**src/hw/rtl/etl_pkg.sv**
```systemverilog
// Shared types, token codes and character-class helpers for the expression lexer.
// Used by expression_token_lexer_core and tb_top; depends on nothing else.
package etl_pkg;

  localparam int unsigned MAX_CHARS_DEF = 4096;

  // token kinds
  localparam logic [2:0] K_IDENT = 3'd0;
  localparam logic [2:0] K_LIT   = 3'd1;
  localparam logic [2:0] K_OP    = 3'd2;
  localparam logic [2:0] K_OPEN  = 3'd3;
  localparam logic [2:0] K_CLOSE = 3'd4;
  localparam logic [2:0] K_ERR   = 3'd5;
  localparam logic [2:0] K_END   = 3'd6;

  // operator codes
  localparam logic [3:0] OP_ADD    = 4'd0;
  localparam logic [3:0] OP_SUB    = 4'd1;
  localparam logic [3:0] OP_MUL    = 4'd2;
  localparam logic [3:0] OP_DIV    = 4'd3;
  localparam logic [3:0] OP_ASSIGN = 4'd8;

  // numeric bases for the accumulator
  localparam logic [1:0] B_2  = 2'd0;
  localparam logic [1:0] B_8  = 2'd1;
  localparam logic [1:0] B_10 = 2'd2;
  localparam logic [1:0] B_16 = 2'd3;

  typedef enum logic [9:0] {
    M_IDLE   = 10'b0000000001,
    M_IDENT  = 10'b0000000010,
    M_ZERO   = 10'b0000000100,
    M_DEC    = 10'b0000001000,
    M_OCT    = 10'b0000010000,
    M_HEXPFX = 10'b0000100000,
    M_HEX    = 10'b0001000000,
    M_BINPFX = 10'b0010000000,
    M_BIN    = 10'b0100000000,
    M_OP     = 10'b1000000000
  } mode_t;

  typedef struct packed {
    logic [2:0]  kind;
    logic [63:0] value;
    logic [11:0] start;
    logic [12:0] length;
    logic [7:0]  bad;
    logic        last;
  } tok_t;

  function automatic logic is_digit(input logic [7:0] c);
    return (c >= "0") && (c <= "9");
  endfunction

  function automatic logic is_alpha(input logic [7:0] c);
    return ((c >= "a") && (c <= "z")) || ((c >= "A") && (c <= "Z"));
  endfunction

  function automatic logic is_hex(input logic [7:0] c);
    return is_digit(c) || ((c >= "a") && (c <= "f")) || ((c >= "A") && (c <= "F"));
  endfunction

  function automatic logic [3:0] hex_val(input logic [7:0] c);
    logic [7:0] v;
    if (is_digit(c)) v = c - 8'h30;
    else if ((c >= "a") && (c <= "f")) v = c - 8'h57;
    else v = c - 8'h37;
    return v[3:0];
  endfunction

  // expected keyword characters at a given index
  function automatic logic kw_true_at(input logic [2:0] i, input logic [7:0] c);
    logic r;
    case (i)
      3'd0: r = (c == "t");
      3'd1: r = (c == "r");
      3'd2: r = (c == "u");
      3'd3: r = (c == "e");
      default: r = 1'b0;
    endcase
    return r;
  endfunction

  function automatic logic kw_false_at(input logic [2:0] i, input logic [7:0] c);
    logic r;
    case (i)
      3'd0: r = (c == "f");
      3'd1: r = (c == "a");
      3'd2: r = (c == "l");
      3'd3: r = (c == "s");
      3'd4: r = (c == "e");
      default: r = 1'b0;
    endcase
    return r;
  endfunction

  // acc*base+d with saturation; result bit 64 is the overflow flag
  function automatic logic [64:0] accumulate(input logic [63:0] acc, input logic ovf,
                                             input logic [1:0] base, input logic [3:0] d);
    logic [68:0] prod;
    logic [68:0] sum;
    case (base)
      B_2:     prod = {4'd0, acc, 1'b0};
      B_8:     prod = {2'd0, acc, 3'd0};
      B_10:    prod = {2'd0, acc, 3'd0} + {4'd0, acc, 1'b0};
      default: prod = {1'b0, acc, 4'd0};
    endcase
    sum = prod + {65'd0, d};
    if (ovf || (sum[68:64] != 5'd0)) return {1'b1, {64{1'b1}}};
    return {1'b0, sum[63:0]};
  endfunction

  function automatic tok_t mk_tok(input logic [2:0] kind, input logic [63:0] value,
                                  input logic [11:0] start, input logic [12:0] length,
                                  input logic [7:0] bad);
    tok_t t;
    t.kind = kind;
    t.value = value;
    t.start = start;
    t.length = length;
    t.bad = bad;
    t.last = 1'b0;
    return t;
  endfunction

endpackage

```
**src/hw/rtl/expression_token_lexer_core.sv**
```systemverilog
// Streaming tokenizer for arithmetic expressions, one character per request.
// Depends on etl_pkg (types, codes, helpers).
//
//  channel | dir | handshake            | payload
//  in_     | in  | in_tvalid/in_tready  | tdata char_byte, tlast end_mark
//  out_    | out | out_tvalid/out_tready| tdata value/start/length/bad,
//          |     |                      | tuser token_kind, tlast last_result
//
// One input request is taken per cycle. Its tokens (up to two) are written
// into a four-entry result queue at the accepting edge, and leave one per
// cycle from the next cycle on. in_tready drops while the queue holds more
// than two tokens. The rate is one request a cycle until two-token requests
// outpace the one-per-cycle drain, or the output stalls.
// rst_n (synchronous) returns the scanner to idle and empties the queue.
module expression_token_lexer_core #(
  parameter int unsigned MAX_CHARS = etl_pkg::MAX_CHARS_DEF
) (
  input  logic         clk,
  input  logic         rst_n,
  input  logic         in_tvalid,
  output logic         in_tready,
  input  logic [7:0]   in_tdata,   // [7:0] char_byte
  input  logic         in_tlast,   // end_mark
  output logic         out_tvalid,
  input  logic         out_tready,
  output logic [103:0] out_tdata,  // [63:0] token_value, [75:64] token_start,
                                   // [88:76] token_length, [96:89] bad_char, zero fill
  output logic [2:0]   out_tuser,  // [2:0] token_kind
  output logic         out_tlast   // last_result
);
  import etl_pkg::*;

  localparam int POS_W = $clog2(MAX_CHARS);
  localparam int LEN_W = $clog2(MAX_CHARS + 1);
  localparam logic [POS_W-1:0] POS_MAX = POS_W'(MAX_CHARS - 1);
  localparam logic [LEN_W-1:0] LEN_MAX = LEN_W'(MAX_CHARS);

  // scanner state
  mode_t             mode_r, mode_nxt;
  logic [63:0]       acc_r, acc_nxt;
  logic              ovf_r, ovf_nxt;
  logic [POS_W-1:0]  start_r, start_nxt;
  logic [LEN_W-1:0]  len_r, len_nxt;
  logic [POS_W-1:0]  cpos_r, cpos_nxt;
  logic [1:0]        kw_r, kw_nxt;
  logic [1:0]        op_r, op_nxt;
  logic              err_r, err_nxt;
  logic              hexx_r, hexx_nxt;  // 1: prefix was 'X'

  // result queue
  tok_t              q_mem [4];
  logic [1:0]        wr_ptr_r, rd_ptr_r;
  logic [2:0]        cnt_r;

  tok_t              res0, res1;
  logic [1:0]        n_c;
  logic              in_acc, out_acc;

  assign in_tready = (cnt_r <= 3'd2);
  assign in_acc    = in_tvalid && in_tready;
  assign out_acc   = out_tvalid && out_tready;

  function automatic logic [11:0] pos12(input logic [POS_W-1:0] p);
    return 12'(32'(p));
  endfunction

  function automatic logic [12:0] len13(input logic [LEN_W-1:0] l);
    return 13'(32'(l));
  endfunction

  // tokenize one request
  always_comb begin
    logic [7:0]       c;
    logic [POS_W-1:0] pos;
    logic             flush_now, start_now, letter_err;
    logic [64:0]      ar;
    tok_t             t;
    c = in_tdata;
    pos = cpos_r;
    flush_now = 1'b0;
    start_now = 1'b0;
    letter_err = 1'b0;
    ar = '0;
    t = '0;
    res0 = '0;
    res1 = '0;
    n_c = 2'd0;
    mode_nxt = mode_r;
    acc_nxt = acc_r;
    ovf_nxt = ovf_r;
    start_nxt = start_r;
    len_nxt = len_r;
    cpos_nxt = cpos_r;
    kw_nxt = kw_r;
    op_nxt = op_r;
    err_nxt = err_r;
    hexx_nxt = hexx_r;

    if (in_acc) begin
      if (in_tlast) begin
        flush_now = !err_r;
      end else if (!err_r) begin
        // advance the scanner on this character
        case (mode_r)
          M_IDENT: begin
            if (is_alpha(c) || is_digit(c) || c == "." || c == "_" || c == "/") begin
              if (!((len_r < LEN_W'(4)) && kw_true_at(len_r[2:0], c))) kw_nxt[0] = 1'b0;
              if (!((len_r < LEN_W'(5)) && kw_false_at(len_r[2:0], c))) kw_nxt[1] = 1'b0;
              if (len_r < LEN_MAX) len_nxt = len_r + 1'b1;
            end else begin
              flush_now = 1'b1;
              start_now = 1'b1;
            end
          end
          M_ZERO: begin
            if (c == "x" || c == "X") begin
              mode_nxt = M_HEXPFX;
              hexx_nxt = (c == "X");
              if (len_r < LEN_MAX) len_nxt = len_r + 1'b1;
            end else if (c == "b") begin
              mode_nxt = M_BINPFX;
              if (len_r < LEN_MAX) len_nxt = len_r + 1'b1;
            end else if (c >= "0" && c <= "7") begin
              mode_nxt = M_OCT;
              ar = accumulate(acc_r, ovf_r, B_8, c[3:0]);
              {ovf_nxt, acc_nxt} = ar;
              if (len_r < LEN_MAX) len_nxt = len_r + 1'b1;
            end else begin
              flush_now = 1'b1;
              letter_err = is_alpha(c);
              start_now = !is_alpha(c);
            end
          end
          M_DEC, M_OCT, M_HEX, M_BINPFX, M_BIN: begin
            if ((mode_r == M_DEC && is_digit(c)) ||
                (mode_r == M_OCT && c >= "0" && c <= "7") ||
                (mode_r == M_HEX && is_hex(c)) ||
                ((mode_r == M_BINPFX || mode_r == M_BIN) && (c == "0" || c == "1"))) begin
              case (mode_r)
                M_DEC:   ar = accumulate(acc_r, ovf_r, B_10, hex_val(c));
                M_OCT:   ar = accumulate(acc_r, ovf_r, B_8, hex_val(c));
                M_HEX:   ar = accumulate(acc_r, ovf_r, B_16, hex_val(c));
                default: ar = accumulate(acc_r, ovf_r, B_2, hex_val(c));
              endcase
              {ovf_nxt, acc_nxt} = ar;
              if (mode_r == M_BINPFX) mode_nxt = M_BIN;
              if (len_r < LEN_MAX) len_nxt = len_r + 1'b1;
            end else begin
              flush_now = 1'b1;
              letter_err = is_alpha(c);
              start_now = !is_alpha(c);
            end
          end
          M_HEXPFX: begin
            if (is_hex(c)) begin
              mode_nxt = M_HEX;
              acc_nxt = {60'd0, hex_val(c)};
              if (len_r < LEN_MAX) len_nxt = len_r + 1'b1;
            end else begin
              flush_now = 1'b1;
            end
          end
          M_OP: begin
            if (c == "=") begin
              t = mk_tok(K_OP, {62'd0, op_r} + 64'd4, pos12(start_r), 13'd2, 8'd0);
              res0 = t;
              n_c = 2'd1;
              mode_nxt = M_IDLE;
              acc_nxt = '0;
              ovf_nxt = 1'b0;
              len_nxt = '0;
              kw_nxt = 2'b11;
              op_nxt = '0;
            end else begin
              flush_now = 1'b1;
              start_now = 1'b1;
            end
          end
          default: start_now = 1'b1;
        endcase
      end

      // report the held token
      if (flush_now) begin
        case (mode_r)
          M_IDENT: begin
            if (len_r == LEN_W'(4) && kw_r[0])
              t = mk_tok(K_LIT, 64'd1, pos12(start_r), len13(len_r), 8'd0);
            else if (len_r == LEN_W'(5) && kw_r[1])
              t = mk_tok(K_LIT, 64'd0, pos12(start_r), len13(len_r), 8'd0);
            else
              t = mk_tok(K_IDENT, 64'd0, pos12(start_r), len13(len_r), 8'd0);
            res0 = t;
            n_c = 2'd1;
          end
          M_ZERO, M_DEC, M_OCT, M_HEX, M_BINPFX, M_BIN: begin
            t = mk_tok(K_LIT, ovf_r ? {64{1'b1}} : acc_r, pos12(start_r), len13(len_r), 8'd0);
            res0 = t;
            n_c = 2'd1;
          end
          M_HEXPFX: begin
            res0 = mk_tok(K_LIT, 64'd0, pos12(start_r), 13'd1, 8'd0);
            res1 = mk_tok(K_ERR, 64'd0,
                          pos12((start_r == POS_MAX) ? '0 : start_r + 1'b1),
                          13'd1, hexx_r ? 8'h58 : 8'h78);
            n_c = 2'd2;
            err_nxt = 1'b1;
          end
          M_OP: begin
            res0 = mk_tok(K_OP, {62'd0, op_r}, pos12(start_r), 13'd1, 8'd0);
            n_c = 2'd1;
          end
          default: ;
        endcase
        mode_nxt = M_IDLE;
        acc_nxt = '0;
        ovf_nxt = 1'b0;
        len_nxt = '0;
        kw_nxt = 2'b11;
        op_nxt = '0;
      end

      // letter right after a number
      if (letter_err) begin
        t = mk_tok(K_ERR, 64'd0, pos12(pos), 13'd1, c);
        if (n_c == 2'd0) res0 = t; else res1 = t;
        n_c = n_c + 2'd1;
        err_nxt = 1'b1;
      end

      // open a new token on this character
      if (start_now) begin
        start_nxt = pos;
        len_nxt = LEN_W'(1);
        t = '0;
        if (is_alpha(c) || c == "." || c == "_") begin
          mode_nxt = M_IDENT;
          kw_nxt = {c == "f", c == "t"};
        end else if (is_digit(c)) begin
          mode_nxt = (c == "0") ? M_ZERO : M_DEC;
          acc_nxt = {60'd0, c[3:0]};
        end else if (c == "+" || c == "-" || c == "*" || c == "/") begin
          mode_nxt = M_OP;
          op_nxt = (c == "+") ? OP_ADD[1:0] : (c == "-") ? OP_SUB[1:0] :
                   (c == "*") ? OP_MUL[1:0] : OP_DIV[1:0];
        end else begin
          len_nxt = '0;
          if (c == "=") t = mk_tok(K_OP, 64'(OP_ASSIGN), pos12(pos), 13'd1, 8'd0);
          else if (c == "(") t = mk_tok(K_OPEN, 64'd0, pos12(pos), 13'd1, 8'd0);
          else if (c == ")") t = mk_tok(K_CLOSE, 64'd0, pos12(pos), 13'd1, 8'd0);
          else if (!(c == " " || c == 8'h0d || c == 8'h0a || c == 8'h09)) begin
            t = mk_tok(K_ERR, 64'd0, pos12(pos), 13'd1, c);
            err_nxt = 1'b1;
          end
          if (c != " " && c != 8'h0d && c != 8'h0a && c != 8'h09) begin
            if (n_c == 2'd0) res0 = t; else res1 = t;
            n_c = n_c + 2'd1;
          end
        end
      end

      if (in_tlast) begin
        // end marker, then back to reset state
        if (!err_nxt) begin
          t = mk_tok(K_END, 64'd0, pos12(pos), 13'd0, 8'd0);
          if (n_c == 2'd0) res0 = t; else res1 = t;
          n_c = n_c + 2'd1;
        end else if (err_r) begin
          res0 = mk_tok(K_END, 64'd0, pos12(pos), 13'd0, 8'd0);
          n_c = 2'd1;
        end
        mode_nxt = M_IDLE;
        acc_nxt = '0;
        ovf_nxt = 1'b0;
        start_nxt = '0;
        len_nxt = '0;
        cpos_nxt = '0;
        kw_nxt = 2'b11;
        op_nxt = '0;
        err_nxt = 1'b0;
        hexx_nxt = 1'b0;
      end else if (!err_r) begin
        cpos_nxt = (pos == POS_MAX) ? '0 : pos + 1'b1;
        if (err_nxt) begin
          mode_nxt = M_IDLE;
          acc_nxt = '0;
          ovf_nxt = 1'b0;
          len_nxt = '0;
          kw_nxt = 2'b11;
          op_nxt = '0;
        end
      end

      // mark the last token of this request
      if (n_c == 2'd1) res0.last = 1'b1;
      if (n_c == 2'd2) res1.last = 1'b1;
    end
  end

  // scanner registers
  always_ff @(posedge clk) begin
    if (!rst_n) begin
      mode_r <= M_IDLE;
      acc_r <= '0;
      ovf_r <= 1'b0;
      start_r <= '0;
      len_r <= '0;
      cpos_r <= '0;
      kw_r <= 2'b11;
      op_r <= '0;
      err_r <= 1'b0;
      hexx_r <= 1'b0;
    end else begin
      mode_r <= mode_nxt;
      acc_r <= acc_nxt;
      ovf_r <= ovf_nxt;
      start_r <= start_nxt;
      len_r <= len_nxt;
      cpos_r <= cpos_nxt;
      kw_r <= kw_nxt;
      op_r <= op_nxt;
      err_r <= err_nxt;
      hexx_r <= hexx_nxt;
    end
  end

  // push tokens into the queue
  always_ff @(posedge clk) begin
    if (n_c != 2'd0) q_mem[wr_ptr_r] <= res0;
    if (n_c == 2'd2) q_mem[wr_ptr_r + 2'd1] <= res1;
  end

  // queue pointers
  always_ff @(posedge clk) begin
    if (!rst_n) begin
      wr_ptr_r <= '0;
      rd_ptr_r <= '0;
      cnt_r <= '0;
    end else begin
      wr_ptr_r <= wr_ptr_r + n_c;
      if (out_acc) rd_ptr_r <= rd_ptr_r + 2'd1;
      cnt_r <= cnt_r + {1'b0, n_c} - {2'd0, out_acc};
    end
  end

  assign out_tvalid = (cnt_r != 3'd0);
  assign out_tuser  = q_mem[rd_ptr_r].kind;
  assign out_tlast  = q_mem[rd_ptr_r].last;
  assign out_tdata  = {7'd0, q_mem[rd_ptr_r].bad, q_mem[rd_ptr_r].length,
                       q_mem[rd_ptr_r].start, q_mem[rd_ptr_r].value};

  a_cnt_bound: assert property (@(posedge clk) disable iff (!rst_n) cnt_r <= 3'd4)
    else $error("result queue overfilled");
  a_err_idle: assert property (@(posedge clk) disable iff (!rst_n)
    err_r |-> mode_r == M_IDLE)
    else $error("token held while error latched");
  a_end_reset: assert property (@(posedge clk) disable iff (!rst_n)
    in_acc && in_tlast |=> mode_r == M_IDLE && !err_r && cpos_r == '0)
    else $error("end request did not restore scanner");
  a_end_tok: assert property (@(posedge clk) disable iff (!rst_n)
    in_acc && in_tlast |-> n_c != 2'd0)
    else $error("end request produced no token");

endmodule

```
**config.mk**
```make
export PLATFORM = sky130hd
export DESIGN_NAME = expression_token_lexer_core
export DESIGN_NICKNAME = d
export VERILOG_FILES = /design/src/hw/rtl/etl_pkg.sv /design/src/hw/rtl/expression_token_lexer_core.sv
export SDC_FILE = /design/constraint.sdc
export NUM_CORES = 2
export LEC_CHECK = 0
export BUFFER_PORTS_ARGS = -buffer_cell sky130_fd_sc_hd__buf_2
export CORE_MARGIN = 4
export CORE_UTILIZATION = 40
export CTS_CLUSTER_DIAMETER = 40
export DETAILED_ROUTE_END_ITERATION = 6
export SKIP_CTS_REPAIR_TIMING = 1
export SLEW_MARGIN = 5
export SYNTH_ARGS = -nofsm -noshare
export SYNTH_HDL_FRONTEND = slang
export SYNTH_SLANG_ARGS = --single-unit
```
**constraint.sdc**
```tcl
create_clock -name clk -period 18.1 [get_ports clk]
set_input_delay 1.81 -clock clk [delete_from_list [all_inputs] [get_ports clk]]
set_output_delay 1.81 -clock clk [all_outputs]
set_load 0.03 [all_outputs]
```
==> qor.yml <==
die_y_um: 316
p_seq_share_pct: 38.6
cpPeakStageDelay_ns: 0.77
setup_viol: 0
crit_required_ns: 18.58
power.switching_w: 0.00102
gp_congestion: 1.03
cap_viol_max_count: 0
via_count: 38544
grt_overflow: 0
grt_antenna_before_repair: 0
worst_ir_drop_vdd_mv: 0.0594
syn-mean-instance-area_sq_um: 7.98
drive_gt1_share_pct: 11.7
rr_startpoint: "mode_r[4]"
clkPwrFrac_pct: 45.3
place_ws_ns: 9.08
syn2layout_area_growth_pct: 10.7
routed_via_density: 6.46
synth_area_leader_cell: "dfxtp_1"
io_buffers: 115
fin_util_pct: 44.8
synth_area_sq_um: 37900
outcome: "finished, violations left"
crit_top_cell: "ha_1"
fmax_ghz: 0.117
dieArea_sq_um: 99700
cp-end-kind: "register"
finalSetupTns_ns: 0
power.leakage_nw: 14.3
clk_pin_slew_ns: 0.06
grt_pass1_wl_um: 222000
hold_path_class: "reg -> reg"
crit_path_start_kind: "input pin"
cp-startpoint: "in_tdata[1]"
critPathBufInv: 5
routed_wirelength_um: 148000
slew_headroom_pct: 17.1
timing.rr.end: "q_mem[3][50]"
cts_made_buffers: 76
layout_min_cycle_time_ns: 8.58
clock_path_buffers: 3
yosysSeqAreaShare_pct: 30.8
crit_family: "compound AO/OA/AOI/OAI gates"
critPathSlowestCell: "buf_4"
grt_max_degree: 105
hold_viol: 0
rows: 112
hpwl_um: 104000
grt_pass1_vias: 35264
cellPowerDensity_nw_per_um2: 78.9
violations: "DRC"
finalCritPeriodShare_pct: 47.4
cts.sink_count: 531
start_util_pct: 40.5
intPower_w: 0.00229
final_area_sq_um: 41900
fillCellCount: 9359
path_max_fanout: 85
drtAntennaViolNets: 0
synth_common_cells: "560 x o21ai_0, 427 x dfxtp_1, 414 x nand3_1"
synth.top_cell.area_share_pct: 22.6
postSynthCellCount: 4746
wl_per_cell_um: 24.9
fin_nets: 4752
cp.arrival_ns: 9.05
cp.depth: 24
rsz0062_at_grt: "no"
drt_first_pass_iters: 7
place_area_sq_um: 39400
worstSetupEndpoint: "q_mem[3][50]"
setup_slack_ns: 9.52
r2r_setup_slack_ns: 10.86
ys_ff_latch: 531
clock_latency_ns: 0.64
power_frac_comb_pct: 16.1
p_sw_share_pct: 30.8
cts_tree: "done"
yosys_warnings: 0
skew_ns: 0.0224
root_buffer: "clkbuf_16"
drv_slew: 0
drc: 5
grt_use_total_pct: 28.6
yosysMostFrequentCell: "o21ai_0"
synthArstFlopShare_pct: 0
ys.flop_type: "dfxtp_1"
h-tree-depth: 3
coreArea_sq_um: 93600
die_x_um: 316
worst_pin_slew_ns: 1.23
crit_chain: "buf_2 > inv_1 > ha_1 > or4b_1 > a31oi_1 > o21bai_1 > a31oi_1 > nor4_1 > o41a_1 > nor2_1 > a41o_1 > ha_1 > a22o_1 > inv_1 > ha_1 > a31oi_1 > ha_1 > nand3_1 > nand2_1 > o21a_1 > nand3_4 > buf_4 > buf_4 > o21ai_0"
synth_top_cells_by_area: "dfxtp_1 23%, edfxtp_1 8.2%, o21ai_0 7.4%"
drtIter0Drc: 5294
synth_edf_count: 104
rr_worst_depth: 22
worstSetupPathType: "in -> reg"
synthDistinctLibCells: 104
io_pins: 123
metal layers:
metal  part of all wire [%]  wire, um  global-route usage [%]  vias to the layer above
met5                      0         0                       0                        -
met4                    3.9      5750                    10.8                        0
met3                     11     16000                    5.82                      331
met2                     41     61400                    41.3                     2159
met1                     44     65100                    42.0                    18501
li1                       -         -                       -                    17553
sequential cells by signal, indices dropped and copies added (netlist names), named ones only:
| signal | flops |
|---|---|
| err_r | 1 |
| rd_ptr_r | 2 |
| acc_r | 64 |
| len_r | 13 |
| start_r | 12 |
| op_r | 2 |
| mode_r | 10 |
| q_mem | 404 |
| cnt_r | 3 |
| hexx_r | 1 |
| kw_r | 2 |
| cpos_r | 12 |
| ovf_r | 1 |
| wr_ptr_r | 2 |
power by group through the flow:
stage	clock network, W	logic, W	registers (W)
2_1_floorplan	0	0.000394	0.00128
3_3_place_gp	0	0.000530	0.00130
3_5_place_dp	0	0.000532	0.00130
4_1_cts	0.00152	0.000533	0.00128
5_1_grt	0.00157	0.000567	0.00128
6_report	0.00150	0.000533	0.00128
cell type report:
cell class / instances / area [sq um] / share of cell area, %
multi-input combinational: 3761 / 24500 / 58.5
inverter: 56 / 210 / 0.501
timing repair buffer: 221 / 1370 / 3.27
sequential: 531 / 11700 / 27.9
antenna: 1 / 2.50 / 0.00597
clock buffer: 90 / 2050 / 4.88
tap: 1254 / 1570 / 3.74
clock inverter: 49 / 517 / 1.23
worst register-to-register path: stages (launching register included):
cell and delay (ns):
dfxtp_1 0.41, or4_1 0.57, nor4_1 0.67, o211ai_1 0.25, o211ai_1 0.27, a211oi_2 0.11, buf_4 0.27, o31ai_2 0.38
nor2_1 0.12, inv_1 0.22, ha_1 0.27, a22o_1 0.22, inv_1 0.06, ha_1 0.22, a31oi_1 0.25, ha_1 0.29
nand3_1 0.09, nand2_1 0.09, o21a_1 0.36, nand3_4 0.20, buf_4 0.68, buf_4 0.86, o21ai_0 0.25
cell usage in the layout, fill, tap and decap left out, drive strengths merged, types with 29 or more instances in the layout:
master and instances:
a211oi 36, a21o 73, a21oi 267, a221oi 40
a222oi 29, a22o 51, a22oi 47, a31oi 37
and2 74, and3 59, buf 221, clkbuf 90
dfxtp 427, edfxtp 104, ha 89, inv 70
mux4 101, nand2 397, nand3 414, nand4 95
nor2 373, nor2b 38, nor3 91, nor4 49
o211ai 31, o21ai 572, o22ai 79, or3 38
xnor2 167, xor2 124
worst min-delay path by stage:
stage	startpoint	end	slack, ns	depth (start not counted)
global route	q_mem[2][79]	q_mem[2][79]	0.49	2
finish	q_mem[2][41]	q_mem[2][41]	0.47	2
floorplan	hexx_r	hexx_r	0.44	2
detailed placement	q_mem[2][18]	q_mem[2][18]	0.46	2
CTS	q_mem[2][50]	q_mem[2][50]	0.47	2
global placement	q_mem[1][10]	q_mem[1][10]	0.45	2
stage by stage:
stage          power (W)  hold WS [ns]  std cells
4_1_cts          0.00332         0.471       5962
5_1_grt          0.00341         0.492       5962
2_1_floorplan    0.00167         0.438       4752
6_report         0.00331         0.469       5963
3_5_place_dp     0.00183         0.458       5823
3_3_place_gp     0.00183         0.447       5823
logic make-up (layout without fill, tap and decap cells):
kind of cell               after synthesis  count (layout)  share of synthesized area (%)
and+or+nand+nor                       1769            1769                           23.2
AOI/OAI and AO/OA                     1488            1488                           25.0
DFF                                    531             531                           30.8
buffers and inverters                  460             416                           4.78
xor gates and xnor gates               291             291                           6.73
muxes                                  114             114                           6.37
adders and majority gates               92              92                           3.10
other                                    1               8                        0.00990
(Power assumes the default switching activity.)
